===== src/design/gcrd_pkg.sv =====
package gcrd_pkg;

  // Default sizing of the task list and the joined row space.
  localparam int DEF_MAX_TASKS = 64;
  localparam int DEF_ROW_BITS  = 24;

  // Fixed field widths.
  localparam int OP_W    = 2;
  localparam int DIV_W   = 8;
  localparam int CHUNK_W = 9;
  localparam int APB_AW  = 4;
  localparam int APB_DW  = 32;
  localparam int REG_W   = 2;

  // Opcodes of an input item.
  localparam logic [OP_W-1:0] OP_BEGIN  = 2'd0;
  localparam logic [OP_W-1:0] OP_APPEND = 2'd1;
  localparam logic [OP_W-1:0] OP_CLAIM  = 2'd2;

  // Register indexes on the configuration port (byte address / 4).
  localparam logic [REG_W-1:0] REG_DIVISOR   = 2'd0;
  localparam logic [REG_W-1:0] REG_CHUNK_MIN = 2'd1;
  localparam logic [REG_W-1:0] REG_CHUNK_MAX = 2'd2;

  // Register reset values.
  localparam logic [DIV_W-1:0]   DIVISOR_RST   = 8'd2;
  localparam logic [CHUNK_W-1:0] CHUNK_MIN_RST = 9'd16;
  localparam logic [CHUNK_W-1:0] CHUNK_MAX_RST = 9'd256;

endpackage


===== src/design/gcrd_div.sv =====
module gcrd_div
  import gcrd_pkg::*;
#(
  parameter int ROW_BITS = DEF_ROW_BITS
) (
  input  logic                clk,
  input  logic                rst_n,
  input  logic                start,
  input  logic [ROW_BITS-1:0] dividend,
  input  logic [DIV_W-1:0]    divisor,
  output logic                done,
  output logic [ROW_BITS-1:0] quotient
);

  localparam int CNT_W = $clog2(ROW_BITS + 1);

  logic                run_r, run_nxt;
  logic                done_r, done_nxt;
  logic [CNT_W-1:0]    cnt_r, cnt_nxt;
  logic [ROW_BITS-1:0] quo_r, quo_nxt;
  logic [DIV_W-1:0]    rem_r, rem_nxt;
  logic [DIV_W-1:0]    dvs;
  logic [DIV_W:0]      shifted;
  logic [DIV_W:0]      diff;
  logic                fits;

  // A zero divisor divides as one.
  assign dvs     = (divisor == '0) ? DIV_W'(1) : divisor;
  assign shifted = {rem_r, quo_r[ROW_BITS-1]};
  assign diff    = shifted - {1'b0, dvs};
  assign fits    = (shifted >= {1'b0, dvs});

  // Restoring division, one quotient bit per cycle. The dividend shifts out of
  // the top of quo_r while quotient bits shift in at the bottom.
  always_comb begin
    run_nxt  = run_r;
    done_nxt = 1'b0;
    cnt_nxt  = cnt_r;
    quo_nxt  = quo_r;
    rem_nxt  = rem_r;
    if (start) begin
      run_nxt = 1'b1;
      cnt_nxt = CNT_W'(ROW_BITS);
      quo_nxt = dividend;
      rem_nxt = '0;
    end else if (run_r) begin
      rem_nxt = fits ? diff[DIV_W-1:0] : shifted[DIV_W-1:0];
      quo_nxt = {quo_r[ROW_BITS-2:0], fits};
      cnt_nxt = cnt_r - CNT_W'(1);
      if (cnt_r == CNT_W'(1)) begin
        run_nxt  = 1'b0;
        done_nxt = 1'b1;
      end
    end
  end

  always_ff @(posedge clk) begin
    if (!rst_n) begin
      run_r  <= 1'b0;
      done_r <= 1'b0;
      cnt_r  <= '0;
    end else begin
      run_r  <= run_nxt;
      done_r <= done_nxt;
      cnt_r  <= cnt_nxt;
    end
  end

  always_ff @(posedge clk) begin
    quo_r <= quo_nxt;
    rem_r <= rem_nxt;
  end

  assign done     = done_r;
  assign quotient = quo_r;

endmodule


===== src/design/guided_chunk_row_dispenser.sv =====
// Begin and append transfers are taken while idle, and busy stays low for them.
// A claim holds busy through the divide, clamp, load and evaluation states, walking at least one task,
// and the next command is taken once the walk has reached the end of the claim.
// The first segment is strobed after the bit-serial divider, the clamp and the memory load,
// then up to one segment a cycle as the walk goes on; an exhausted claim answers next cycle.
// rst_n is synchronous, active low; results are strobed and cannot be stalled.
module guided_chunk_row_dispenser
  import gcrd_pkg::*;
#(
  parameter int  MAX_TASKS = DEF_MAX_TASKS,
  parameter int  ROW_BITS  = DEF_ROW_BITS,
  localparam int TIDX_W    = (MAX_TASKS > 1) ? $clog2(MAX_TASKS) : 1
) (
  input  logic                clk,
  input  logic                rst_n,
  // Command channel.
  input  logic                start,
  output logic                busy,
  input  logic [OP_W-1:0]     in_opcode,
  input  logic [ROW_BITS-1:0] in_task_rows,
  // Result channel.
  output logic                out_valid,
  output logic [TIDX_W-1:0]   out_task_index,
  output logic [ROW_BITS-1:0] out_local_row,
  output logic [ROW_BITS-1:0] out_global_row,
  output logic [CHUNK_W-1:0]  out_row_count,
  output logic                out_exhausted,
  output logic                out_last,
  // Configuration port.
  input  logic                psel,
  input  logic                penable,
  input  logic                pwrite,
  input  logic [APB_AW-1:0]   paddr,
  input  logic [APB_DW-1:0]   pwdata,
  output logic [APB_DW-1:0]   prdata,
  output logic                pready
);

  localparam int CNT_W = $clog2(MAX_TASKS + 1);
  localparam int CMP_W = (ROW_BITS > CHUNK_W) ? ROW_BITS : CHUNK_W;

  // Sequencer states.
  localparam logic [2:0] ST_IDLE  = 3'd0;
  localparam logic [2:0] ST_DIV   = 3'd1;
  localparam logic [2:0] ST_CLAMP = 3'd2;
  localparam logic [2:0] ST_LOAD  = 3'd3;
  localparam logic [2:0] ST_EVAL  = 3'd4;

  // Running total of rows and the claim pointer of the current job.
  logic [ROW_BITS-1:0] total_r, total_nxt;
  logic [ROW_BITS-1:0] next_row_r, next_row_nxt;

  // ---------------------------------------------------------------------------
  // Configuration registers. A write completes when psel, penable and pwrite
  // are high; pready is tied high, so every access finishes in its access
  // cycle. Only the word index in paddr[3:2] is decoded.
  // ---------------------------------------------------------------------------
  logic [DIV_W-1:0]   divisor_r, divisor_nxt;
  logic [CHUNK_W-1:0] chunk_min_r, chunk_min_nxt;
  logic [CHUNK_W-1:0] chunk_max_r, chunk_max_nxt;
  logic               cfg_wr;
  logic [REG_W-1:0]   cfg_idx;

  assign pready  = 1'b1;
  assign cfg_wr  = psel && penable && pwrite;
  assign cfg_idx = paddr[APB_AW-1:APB_AW-REG_W];

  always_comb begin
    divisor_nxt   = divisor_r;
    chunk_min_nxt = chunk_min_r;
    chunk_max_nxt = chunk_max_r;
    if (cfg_wr) begin
      unique case (cfg_idx)
        REG_DIVISOR:   divisor_nxt   = pwdata[DIV_W-1:0];
        REG_CHUNK_MIN: chunk_min_nxt = pwdata[CHUNK_W-1:0];
        REG_CHUNK_MAX: chunk_max_nxt = pwdata[CHUNK_W-1:0];
        default:       ;
      endcase
    end
  end

  always_comb begin
    unique case (cfg_idx)
      REG_DIVISOR:   prdata = APB_DW'(divisor_r);
      REG_CHUNK_MIN: prdata = APB_DW'(chunk_min_r);
      REG_CHUNK_MAX: prdata = APB_DW'(chunk_max_r);
      default:       prdata = '0;
    endcase
  end

  always_ff @(posedge clk) begin
    if (!rst_n) begin
      divisor_r   <= DIVISOR_RST;
      chunk_min_r <= CHUNK_MIN_RST;
      chunk_max_r <= CHUNK_MAX_RST;
    end else begin
      divisor_r   <= divisor_nxt;
      chunk_min_r <= chunk_min_nxt;
      chunk_max_r <= chunk_max_nxt;
    end
  end

  // ---------------------------------------------------------------------------
  // Task start memory. Each appended task records its first global row here.
  // Entries are only read below the task count, so the array needs no reset.
  // Reads are registered: data for an address shows up in the following cycle.
  // ---------------------------------------------------------------------------
  logic [ROW_BITS-1:0] task_start_mem [MAX_TASKS];
  logic                mem_we;
  logic [TIDX_W-1:0]   mem_waddr;
  logic [TIDX_W-1:0]   mem_raddr;
  logic [ROW_BITS-1:0] mem_rdata_r;

  always_ff @(posedge clk) begin
    if (mem_we) begin
      task_start_mem[mem_waddr] <= total_r;
    end
    mem_rdata_r <= task_start_mem[mem_raddr];
  end

  // ---------------------------------------------------------------------------
  // Divider: remaining rows over the divisor, one bit per cycle.
  // ---------------------------------------------------------------------------
  logic                div_start;
  logic                div_done;
  logic [ROW_BITS-1:0] div_quo;
  logic [ROW_BITS-1:0] rem_rows;

  assign rem_rows = total_r - next_row_r;

  gcrd_div #(
    .ROW_BITS (ROW_BITS)
  ) u_div (
    .clk      (clk),
    .rst_n    (rst_n),
    .start    (div_start),
    .dividend (rem_rows),
    .divisor  (divisor_r),
    .done     (div_done),
    .quotient (div_quo)
  );

  // ---------------------------------------------------------------------------
  // Job state and claim sequencer.
  //
  // cursor_r remembers the task that held the end of the previous claim. Tasks
  // before it end at or below next_row_r, so a claim walk starts there rather
  // than at task zero. Tasks appended later start at or above the old total,
  // which keeps that true.
  //
  // The walk reads task t+1 ahead so that the end of task t (the start of the
  // following task, or the total for the final task) is at hand each cycle.
  // ---------------------------------------------------------------------------
  logic [2:0]          state_r, state_nxt;
  logic [CNT_W-1:0]    task_count_r, task_count_nxt;
  logic [TIDX_W-1:0]   cursor_r, cursor_nxt;
  logic [TIDX_W-1:0]   t_r, t_nxt;
  logic [ROW_BITS-1:0] s_r, s_nxt;
  logic [ROW_BITS-1:0] g0_r, g0_nxt;
  logic [ROW_BITS-1:0] g1_r, g1_nxt;

  logic                accept;
  logic [ROW_BITS:0]   app_sum;
  logic                app_room;
  logic [CNT_W-1:0]    t_plus1;
  logic                has_next_task;

  logic [CMP_W-1:0]    q_ext, cmin_ext, cmax_ext, rem_ext, c_ext;
  logic [CHUNK_W-1:0]  chunk;
  logic [ROW_BITS:0]   g_sum;
  logic [ROW_BITS-1:0] g1_calc;

  logic [ROW_BITS-1:0] seg_end, seg_lo, seg_hi;
  logic [ROW_BITS-1:0] seg_len;

  logic                emit;
  logic [TIDX_W-1:0]   em_index;
  logic [ROW_BITS-1:0] em_local, em_global;
  logic [CHUNK_W-1:0]  em_count;
  logic                em_exh, em_last;

  assign busy     = (state_r != ST_IDLE);
  assign accept   = start && !busy;
  assign app_sum  = {1'b0, total_r} + {1'b0, in_task_rows};
  assign app_room = (task_count_r < CNT_W'(MAX_TASKS));
  assign mem_waddr = task_count_r[TIDX_W-1:0];

  // The end of task t comes from the memory unless t is the final task.
  assign t_plus1       = CNT_W'(t_r) + CNT_W'(1);
  assign has_next_task = (t_plus1 < task_count_r);
  assign seg_end       = has_next_task ? mem_rdata_r : total_r;
  assign seg_lo        = (s_r > g0_r) ? s_r : g0_r;
  assign seg_hi        = (seg_end < g1_r) ? seg_end : g1_r;
  assign seg_len       = seg_hi - seg_lo;

  // Clamp: the minimum is tested first, so when it lies above the maximum it wins
  // for quotients below it; a zero result is raised to one. The chunk always fits 9 bits.
  assign q_ext    = CMP_W'(div_quo);
  assign cmin_ext = CMP_W'(chunk_min_r);
  assign cmax_ext = CMP_W'(chunk_max_r);
  assign rem_ext  = CMP_W'(rem_rows);

  always_comb begin
    if (q_ext < cmin_ext) begin
      c_ext = cmin_ext;
    end else if (q_ext > cmax_ext) begin
      c_ext = cmax_ext;
    end else begin
      c_ext = q_ext;
    end
    if (c_ext == '0) begin
      c_ext = CMP_W'(1);
    end
  end

  // The pointer stops at the total when the chunk covers all that is left.
  assign chunk   = c_ext[CHUNK_W-1:0];
  assign g_sum   = {1'b0, next_row_r} + (ROW_BITS+1)'(chunk);
  assign g1_calc = (c_ext < rem_ext) ? g_sum[ROW_BITS-1:0] : total_r;

  always_comb begin
    state_nxt      = state_r;
    task_count_nxt = task_count_r;
    total_nxt      = total_r;
    next_row_nxt   = next_row_r;
    cursor_nxt     = cursor_r;
    t_nxt          = t_r;
    s_nxt          = s_r;
    g0_nxt         = g0_r;
    g1_nxt         = g1_r;
    mem_we         = 1'b0;
    mem_raddr      = t_r;
    div_start      = 1'b0;
    emit           = 1'b0;
    em_index       = t_r;
    em_local       = seg_lo - s_r;
    em_global      = seg_lo;
    em_count       = seg_len[CHUNK_W-1:0];
    em_exh         = 1'b0;
    em_last        = 1'b0;

    unique case (state_r)
      ST_IDLE: begin
        if (accept) begin
          unique case (in_opcode)
            OP_BEGIN: begin
              task_count_nxt = '0;
              total_nxt      = '0;
              next_row_nxt   = '0;
              cursor_nxt     = '0;
            end
            OP_APPEND: begin
              // A full list or a total that would overflow ignores the task.
              if (app_room && !app_sum[ROW_BITS]) begin
                mem_we         = 1'b1;
                task_count_nxt = task_count_r + CNT_W'(1);
                total_nxt      = app_sum[ROW_BITS-1:0];
              end
            end
            OP_CLAIM: begin
              if (next_row_r >= total_r) begin
                // Nothing left: one result marked exhausted and last.
                emit      = 1'b1;
                em_index  = '0;
                em_local  = '0;
                em_global = total_r;
                em_count  = '0;
                em_exh    = 1'b1;
                em_last   = 1'b1;
              end else begin
                div_start = 1'b1;
                state_nxt = ST_DIV;
              end
            end
            default: ;
          endcase
        end
      end
      ST_DIV: begin
        if (div_done) begin
          state_nxt = ST_CLAMP;
        end
      end
      ST_CLAMP: begin
        g0_nxt       = next_row_r;
        g1_nxt       = g1_calc;
        next_row_nxt = g1_calc;
        t_nxt        = cursor_r;
        mem_raddr    = cursor_r;
        state_nxt    = ST_LOAD;
      end
      ST_LOAD: begin
        s_nxt     = mem_rdata_r;
        mem_raddr = t_plus1[TIDX_W-1:0];
        state_nxt = ST_EVAL;
      end
      ST_EVAL: begin
        // Prefetch the start of the task after the next one.
        mem_raddr = t_r + TIDX_W'(2);
        emit      = (seg_lo < seg_hi);
        em_last   = (seg_end >= g1_r);
        if (seg_end >= g1_r) begin
          cursor_nxt = t_r;
          state_nxt  = ST_IDLE;
        end else begin
          s_nxt = seg_end;
          t_nxt = t_plus1[TIDX_W-1:0];
        end
      end
      default: state_nxt = ST_IDLE;
    endcase
  end

  always_ff @(posedge clk) begin
    if (!rst_n) begin
      state_r      <= ST_IDLE;
      task_count_r <= '0;
      total_r      <= '0;
      next_row_r   <= '0;
      cursor_r     <= '0;
    end else begin
      state_r      <= state_nxt;
      task_count_r <= task_count_nxt;
      total_r      <= total_nxt;
      next_row_r   <= next_row_nxt;
      cursor_r     <= cursor_nxt;
    end
  end

  always_ff @(posedge clk) begin
    t_r  <= t_nxt;
    s_r  <= s_nxt;
    g0_r <= g0_nxt;
    g1_r <= g1_nxt;
  end

  // ---------------------------------------------------------------------------
  // Result register. Each segment is one transfer, shown for exactly one
  // cycle; the strobe clears on reset, the payload does not need to.
  // ---------------------------------------------------------------------------
  logic                out_valid_r;
  logic [TIDX_W-1:0]   out_task_index_r;
  logic [ROW_BITS-1:0] out_local_row_r;
  logic [ROW_BITS-1:0] out_global_row_r;
  logic [CHUNK_W-1:0]  out_row_count_r;
  logic                out_exhausted_r;
  logic                out_last_r;

  always_ff @(posedge clk) begin
    if (!rst_n) begin
      out_valid_r <= 1'b0;
    end else begin
      out_valid_r <= emit;
    end
  end

  always_ff @(posedge clk) begin
    if (emit) begin
      out_task_index_r <= em_index;
      out_local_row_r  <= em_local;
      out_global_row_r <= em_global;
      out_row_count_r  <= em_count;
      out_exhausted_r  <= em_exh;
      out_last_r       <= em_last;
    end
  end

  assign out_valid      = out_valid_r;
  assign out_task_index = out_task_index_r;
  assign out_local_row  = out_local_row_r;
  assign out_global_row = out_global_row_r;
  assign out_row_count  = out_row_count_r;
  assign out_exhausted  = out_exhausted_r;
  assign out_last       = out_last_r;

endmodule


===== config.mk =====
export PLATFORM = sky130hd
export DESIGN_NAME = guided_chunk_row_dispenser
export DESIGN_NICKNAME = d
export VERILOG_FILES = /design/src/design/gcrd_pkg.sv /design/src/design/gcrd_div.sv /design/src/design/guided_chunk_row_dispenser.sv
export SDC_FILE = /design/constraint.sdc
export NUM_CORES = 2
export LEC_CHECK = 0
export ABC_AREA = 1
export BUFFER_PORTS_ARGS = -buffer_cell sky130_fd_sc_hd__buf_2
export CORE_AREA = 2 2 444 446
export DETAILED_ROUTE_END_ITERATION = 16
export DIE_AREA = 0 0 446 448
export GPL_TIMING_DRIVEN = 0
export PLACE_DENSITY = 0.62
export SLEW_MARGIN = 20
export SYNTH_ARGS = -nofsm -noshare
export SYNTH_HDL_FRONTEND = slang
export SYNTH_SLANG_ARGS = --single-unit

===== constraint.sdc =====
create_clock -name clk -period 14.1 [get_ports clk]
set_input_delay 3.525 -clock clk [delete_from_list [all_inputs] [get_ports clk]]
set_output_delay 3.525 -clock clk [all_outputs]
set_load 0.03 [all_outputs]

==> results.md <==
- RSZ-0062 raised after global routing: false
- Cell area after synthesis: 83460 um2
- Synth Area per Inst: 11.12 um2
- Storage element area: 53830 um2
- Drt drc: 0
- Power Density: 149.2 nW/um2
- Overflow after GRT: 0
- Status: finished, final reports clean
- Startpoint Class: flop
- Number of routed nets with antenna violations: 0
- Required time of the worst setup path: 14610 ps
- Routed WL per cell: 24.76 um
- Worst setup EP type: flop
- Vias in the first global route: ~56000
- WP data arrival: around 9200 ps
- Crit path max-delay cell type: edfxtp_1
- Initial DRC Count: 6927
- Post-Syn Instances: between 7000 and 8000
- Seq cells post-synth: roughly 1800
- Routed vias: 59360
- Number of enable flip-flop cells after synthesis: 1703
- Syn. warnings: 0
- Die H: 448 um
- Slew HR: 0.1524
- # IOs: 168
- Clock latency on the worst-skew pair: slightly below 900 ps
- Core area: just under 200000 um2
- Fin. max-slew vios: 0
- Root buf cell: clkbuf_16
- Initial antenna violation count: 13
- Clk_skew: 46.66 ps
- Maximum count of clock buffers along a single path: 3
- Async S/R FF share, synth: 0
- Area taken by multi-input logic gates: 24170 um2
- Largest net degree at the start of global routing: 64
- Setup_tns: 0 ps
- Initial core utilization: 0.4289
- Post-CTS sizing: 0
- Post-CTS Setup Inserts: 0
- H-tree depth: 4
- Minimum clock period: between 8000 and 9000 ps
- NumNets Final: 8198
- Hold Vio Cnt, Final: 0
- Tot GR Track Use: 0.2593
- Pleak: 0.03593 uW
- I/O Buffers: 117
- Clock buffer count from CTS: 190
- DP Wirelength: about 190000 um
- CTS tree: done
- Layout fillers: roughly 17000
- Die Wd: between 400 and 500 um
- WS Path Type: flop to flop
- Distinct cells, synth: 69
- Period utilization: 0.6141
- CP max stage delay: 500 ps
- Min-Delay Path Class: flop to flop
- Final wirelength: 262600 um
- Share of layout cells above drive strength 1: 0.1024
- MaxCap Viol Count: 0
- Total Power Consumption: 14240 uW
- Via density: 5.596
- Placer congestion estimate: 0.9810
- Area delta synth->final: 14.37%
- Clock-pin slew on the worst setup and hold paths: 60 ps
- Clk sink count: approximately 1800
- Worst-path fanout max: 48
- Hold buffer count at cts: 0
- # setup viols final: 0
- DRT Pass-1 Iters: 6
- Post-synth top flop: edfxtp_1
- First-pass GRT wire length: 377600 um
- FMAX: roughly 0.12 GHz
- Row count: 162
- VDD IR-drop max: ~0.15 mV
- Sequential fraction of the synthesis area: 0.6439
- Worst-Margin Slew: 1271 ps
- Total die area: 199800 um2
## power by group
part / switching (uW) / leakage, uW / internal (uW)
clock: 2220 / 0.00302 / 2780
combinational: 1980 / 0.0161 / 817
sequential: 199 / 0.0168 / 6240
## per-layer routing
metal	wire (um)	vias to the layer above	GRT usage
li1	-	27210	-
met3	22620	515	0.04608
met5	10	-	0
met1	107000	29030	0.3490
met2	119700	2596	0.4071
met4	13250	2	0.1252
## worst paths after layout
kind	cells after the start	to	slack, ps	from
worst max-delay path	37	out_global_row[3]	5440	t_r[2]
worst min-delay path	2	task_count_r[6]	460	task_count_r[6]
worst max register to register	37	out_global_row[3]	5440	t_r[2]
worst min register to register	2	task_count_r[6]	460	task_count_r[6]
## cell usage in the layout, fill, tap and decap left out, drive strengths merged, types with 3 or more instances in the layout
cell / n
nand4: 19
nand2: 1293
a211oi: 18
a32oi: 3
o21a: 5
o21ai: 658
and2: 22
clkinvlp: 6
nor2: 203
edfxtp: 1703
o21bai: 5
xor2: 45
dfxtp: 130
a22oi: 4
or2: 10
diode: 5
nor3: 24
inv: 1137
a21o: 6
ha: 219
a21oi: 249
a31oi: 7
clkinv: 95
nor4: 14
buf: 359
bufinv: 13
conb: 39
fa: 6
o2111ai: 4
a21boi: 5
clkbuf: 466
nand3: 460
o221ai: 12
o211ai: 779
o31ai: 3
xnor2: 21
## registers in the layout, summed over array words and instances, names as in the netlist, 24 cells and up
| register | cells |
|---|---|
| task_start_mem | 1536 |
| out_global_row | 24 |
| total_r | 24 |
| g0_r | 24 |
| g1_r | 24 |
| next_row_r | 24 |
| mem_rdata_r | 24 |
| u_div.quotient | 24 |
| out_local_row | 24 |
| s_r | 24 |
## critical path, delay by kind of cell (launching register included)
family / cells / cell delay [ps]
AO/OA/AOI/OAI: 15 / 3400
buffers and inverters: 6 / 1600
AND/OR/NAND/NOR: 11 / 1410
adder cells (fa/ha/maj): 4 / 1130
flip-flops: 1 / 500
XOR/XNOR: 1 / 230
## cell usage after synthesis (all sizes together) (4+ instances only)
library cell  count  area share
nor3             24      0.0015
xnor2            21      0.0022
a21oi           249       0.016
o21a              5     0.00045
dfxtp           130       0.031
and2             22      0.0017
a22oi             4     0.00036
o211ai          779       0.070
o21ai           658       0.040
nand3           460       0.029
nand2          1293       0.061
buf             187       0.013
fa                6      0.0014
inv            1127       0.051
or2              10     0.00075
a21boi            5     0.00045
a21o              6     0.00054
o21bai            5     0.00045
nor2            203      0.0092
a211oi           18      0.0016
clkbuf          240       0.011
xor2             45      0.0047
ha              219       0.033
edfxtp         1703        0.61
o2111ai           4     0.00042
o221ai           12      0.0013
a31oi             7     0.00052
nor4             14      0.0012
nand4            19      0.0015
clkinv            4     0.00018
## kinds of logic after synthesis
family	count (synthesis)	share of synthesized area
simple gates	2050	0.1061
flops	1833	0.6439
compound gates	1770	0.1340
buf+inv	1558	0.07469
fa+ha+maj	225	0.03427
xor+xnor	66	0.006926
other cells	2	0.00008998
## metrics by stage
stage               cells    util  area [um2]  setup slack (ps)  hold WS (ps)
floorplan            7541       -       83600              6085         430.5
global placement    10200  0.4490       87370              3561         447.6
detailed placement  10260  0.4587       89250              5800         450.3
CTS                 10600  0.4905       95440              5774         459.8
global route        10600  0.4905       95440              5007         474.0
finish              10610  0.4905       95450              5441         460.1
## area by class of cell
| class | instances | area share |
|---|---|---|
| diodes | 5 | 0.0001311 |
| plain buffers | 427 | 0.02085 |
| clock buffers | 226 | 0.05197 |
| clock inverters | 120 | 0.01287 |
| inverters | 1131 | 0.04450 |
| multi-input cells | 4150 | 0.2532 |
| flip-flops and latches | 1833 | 0.5640 |
| well taps | 2542 | 0.03332 |
| repair buffers | 172 | 0.01920 |
Power figures use the tool's default switching activity.
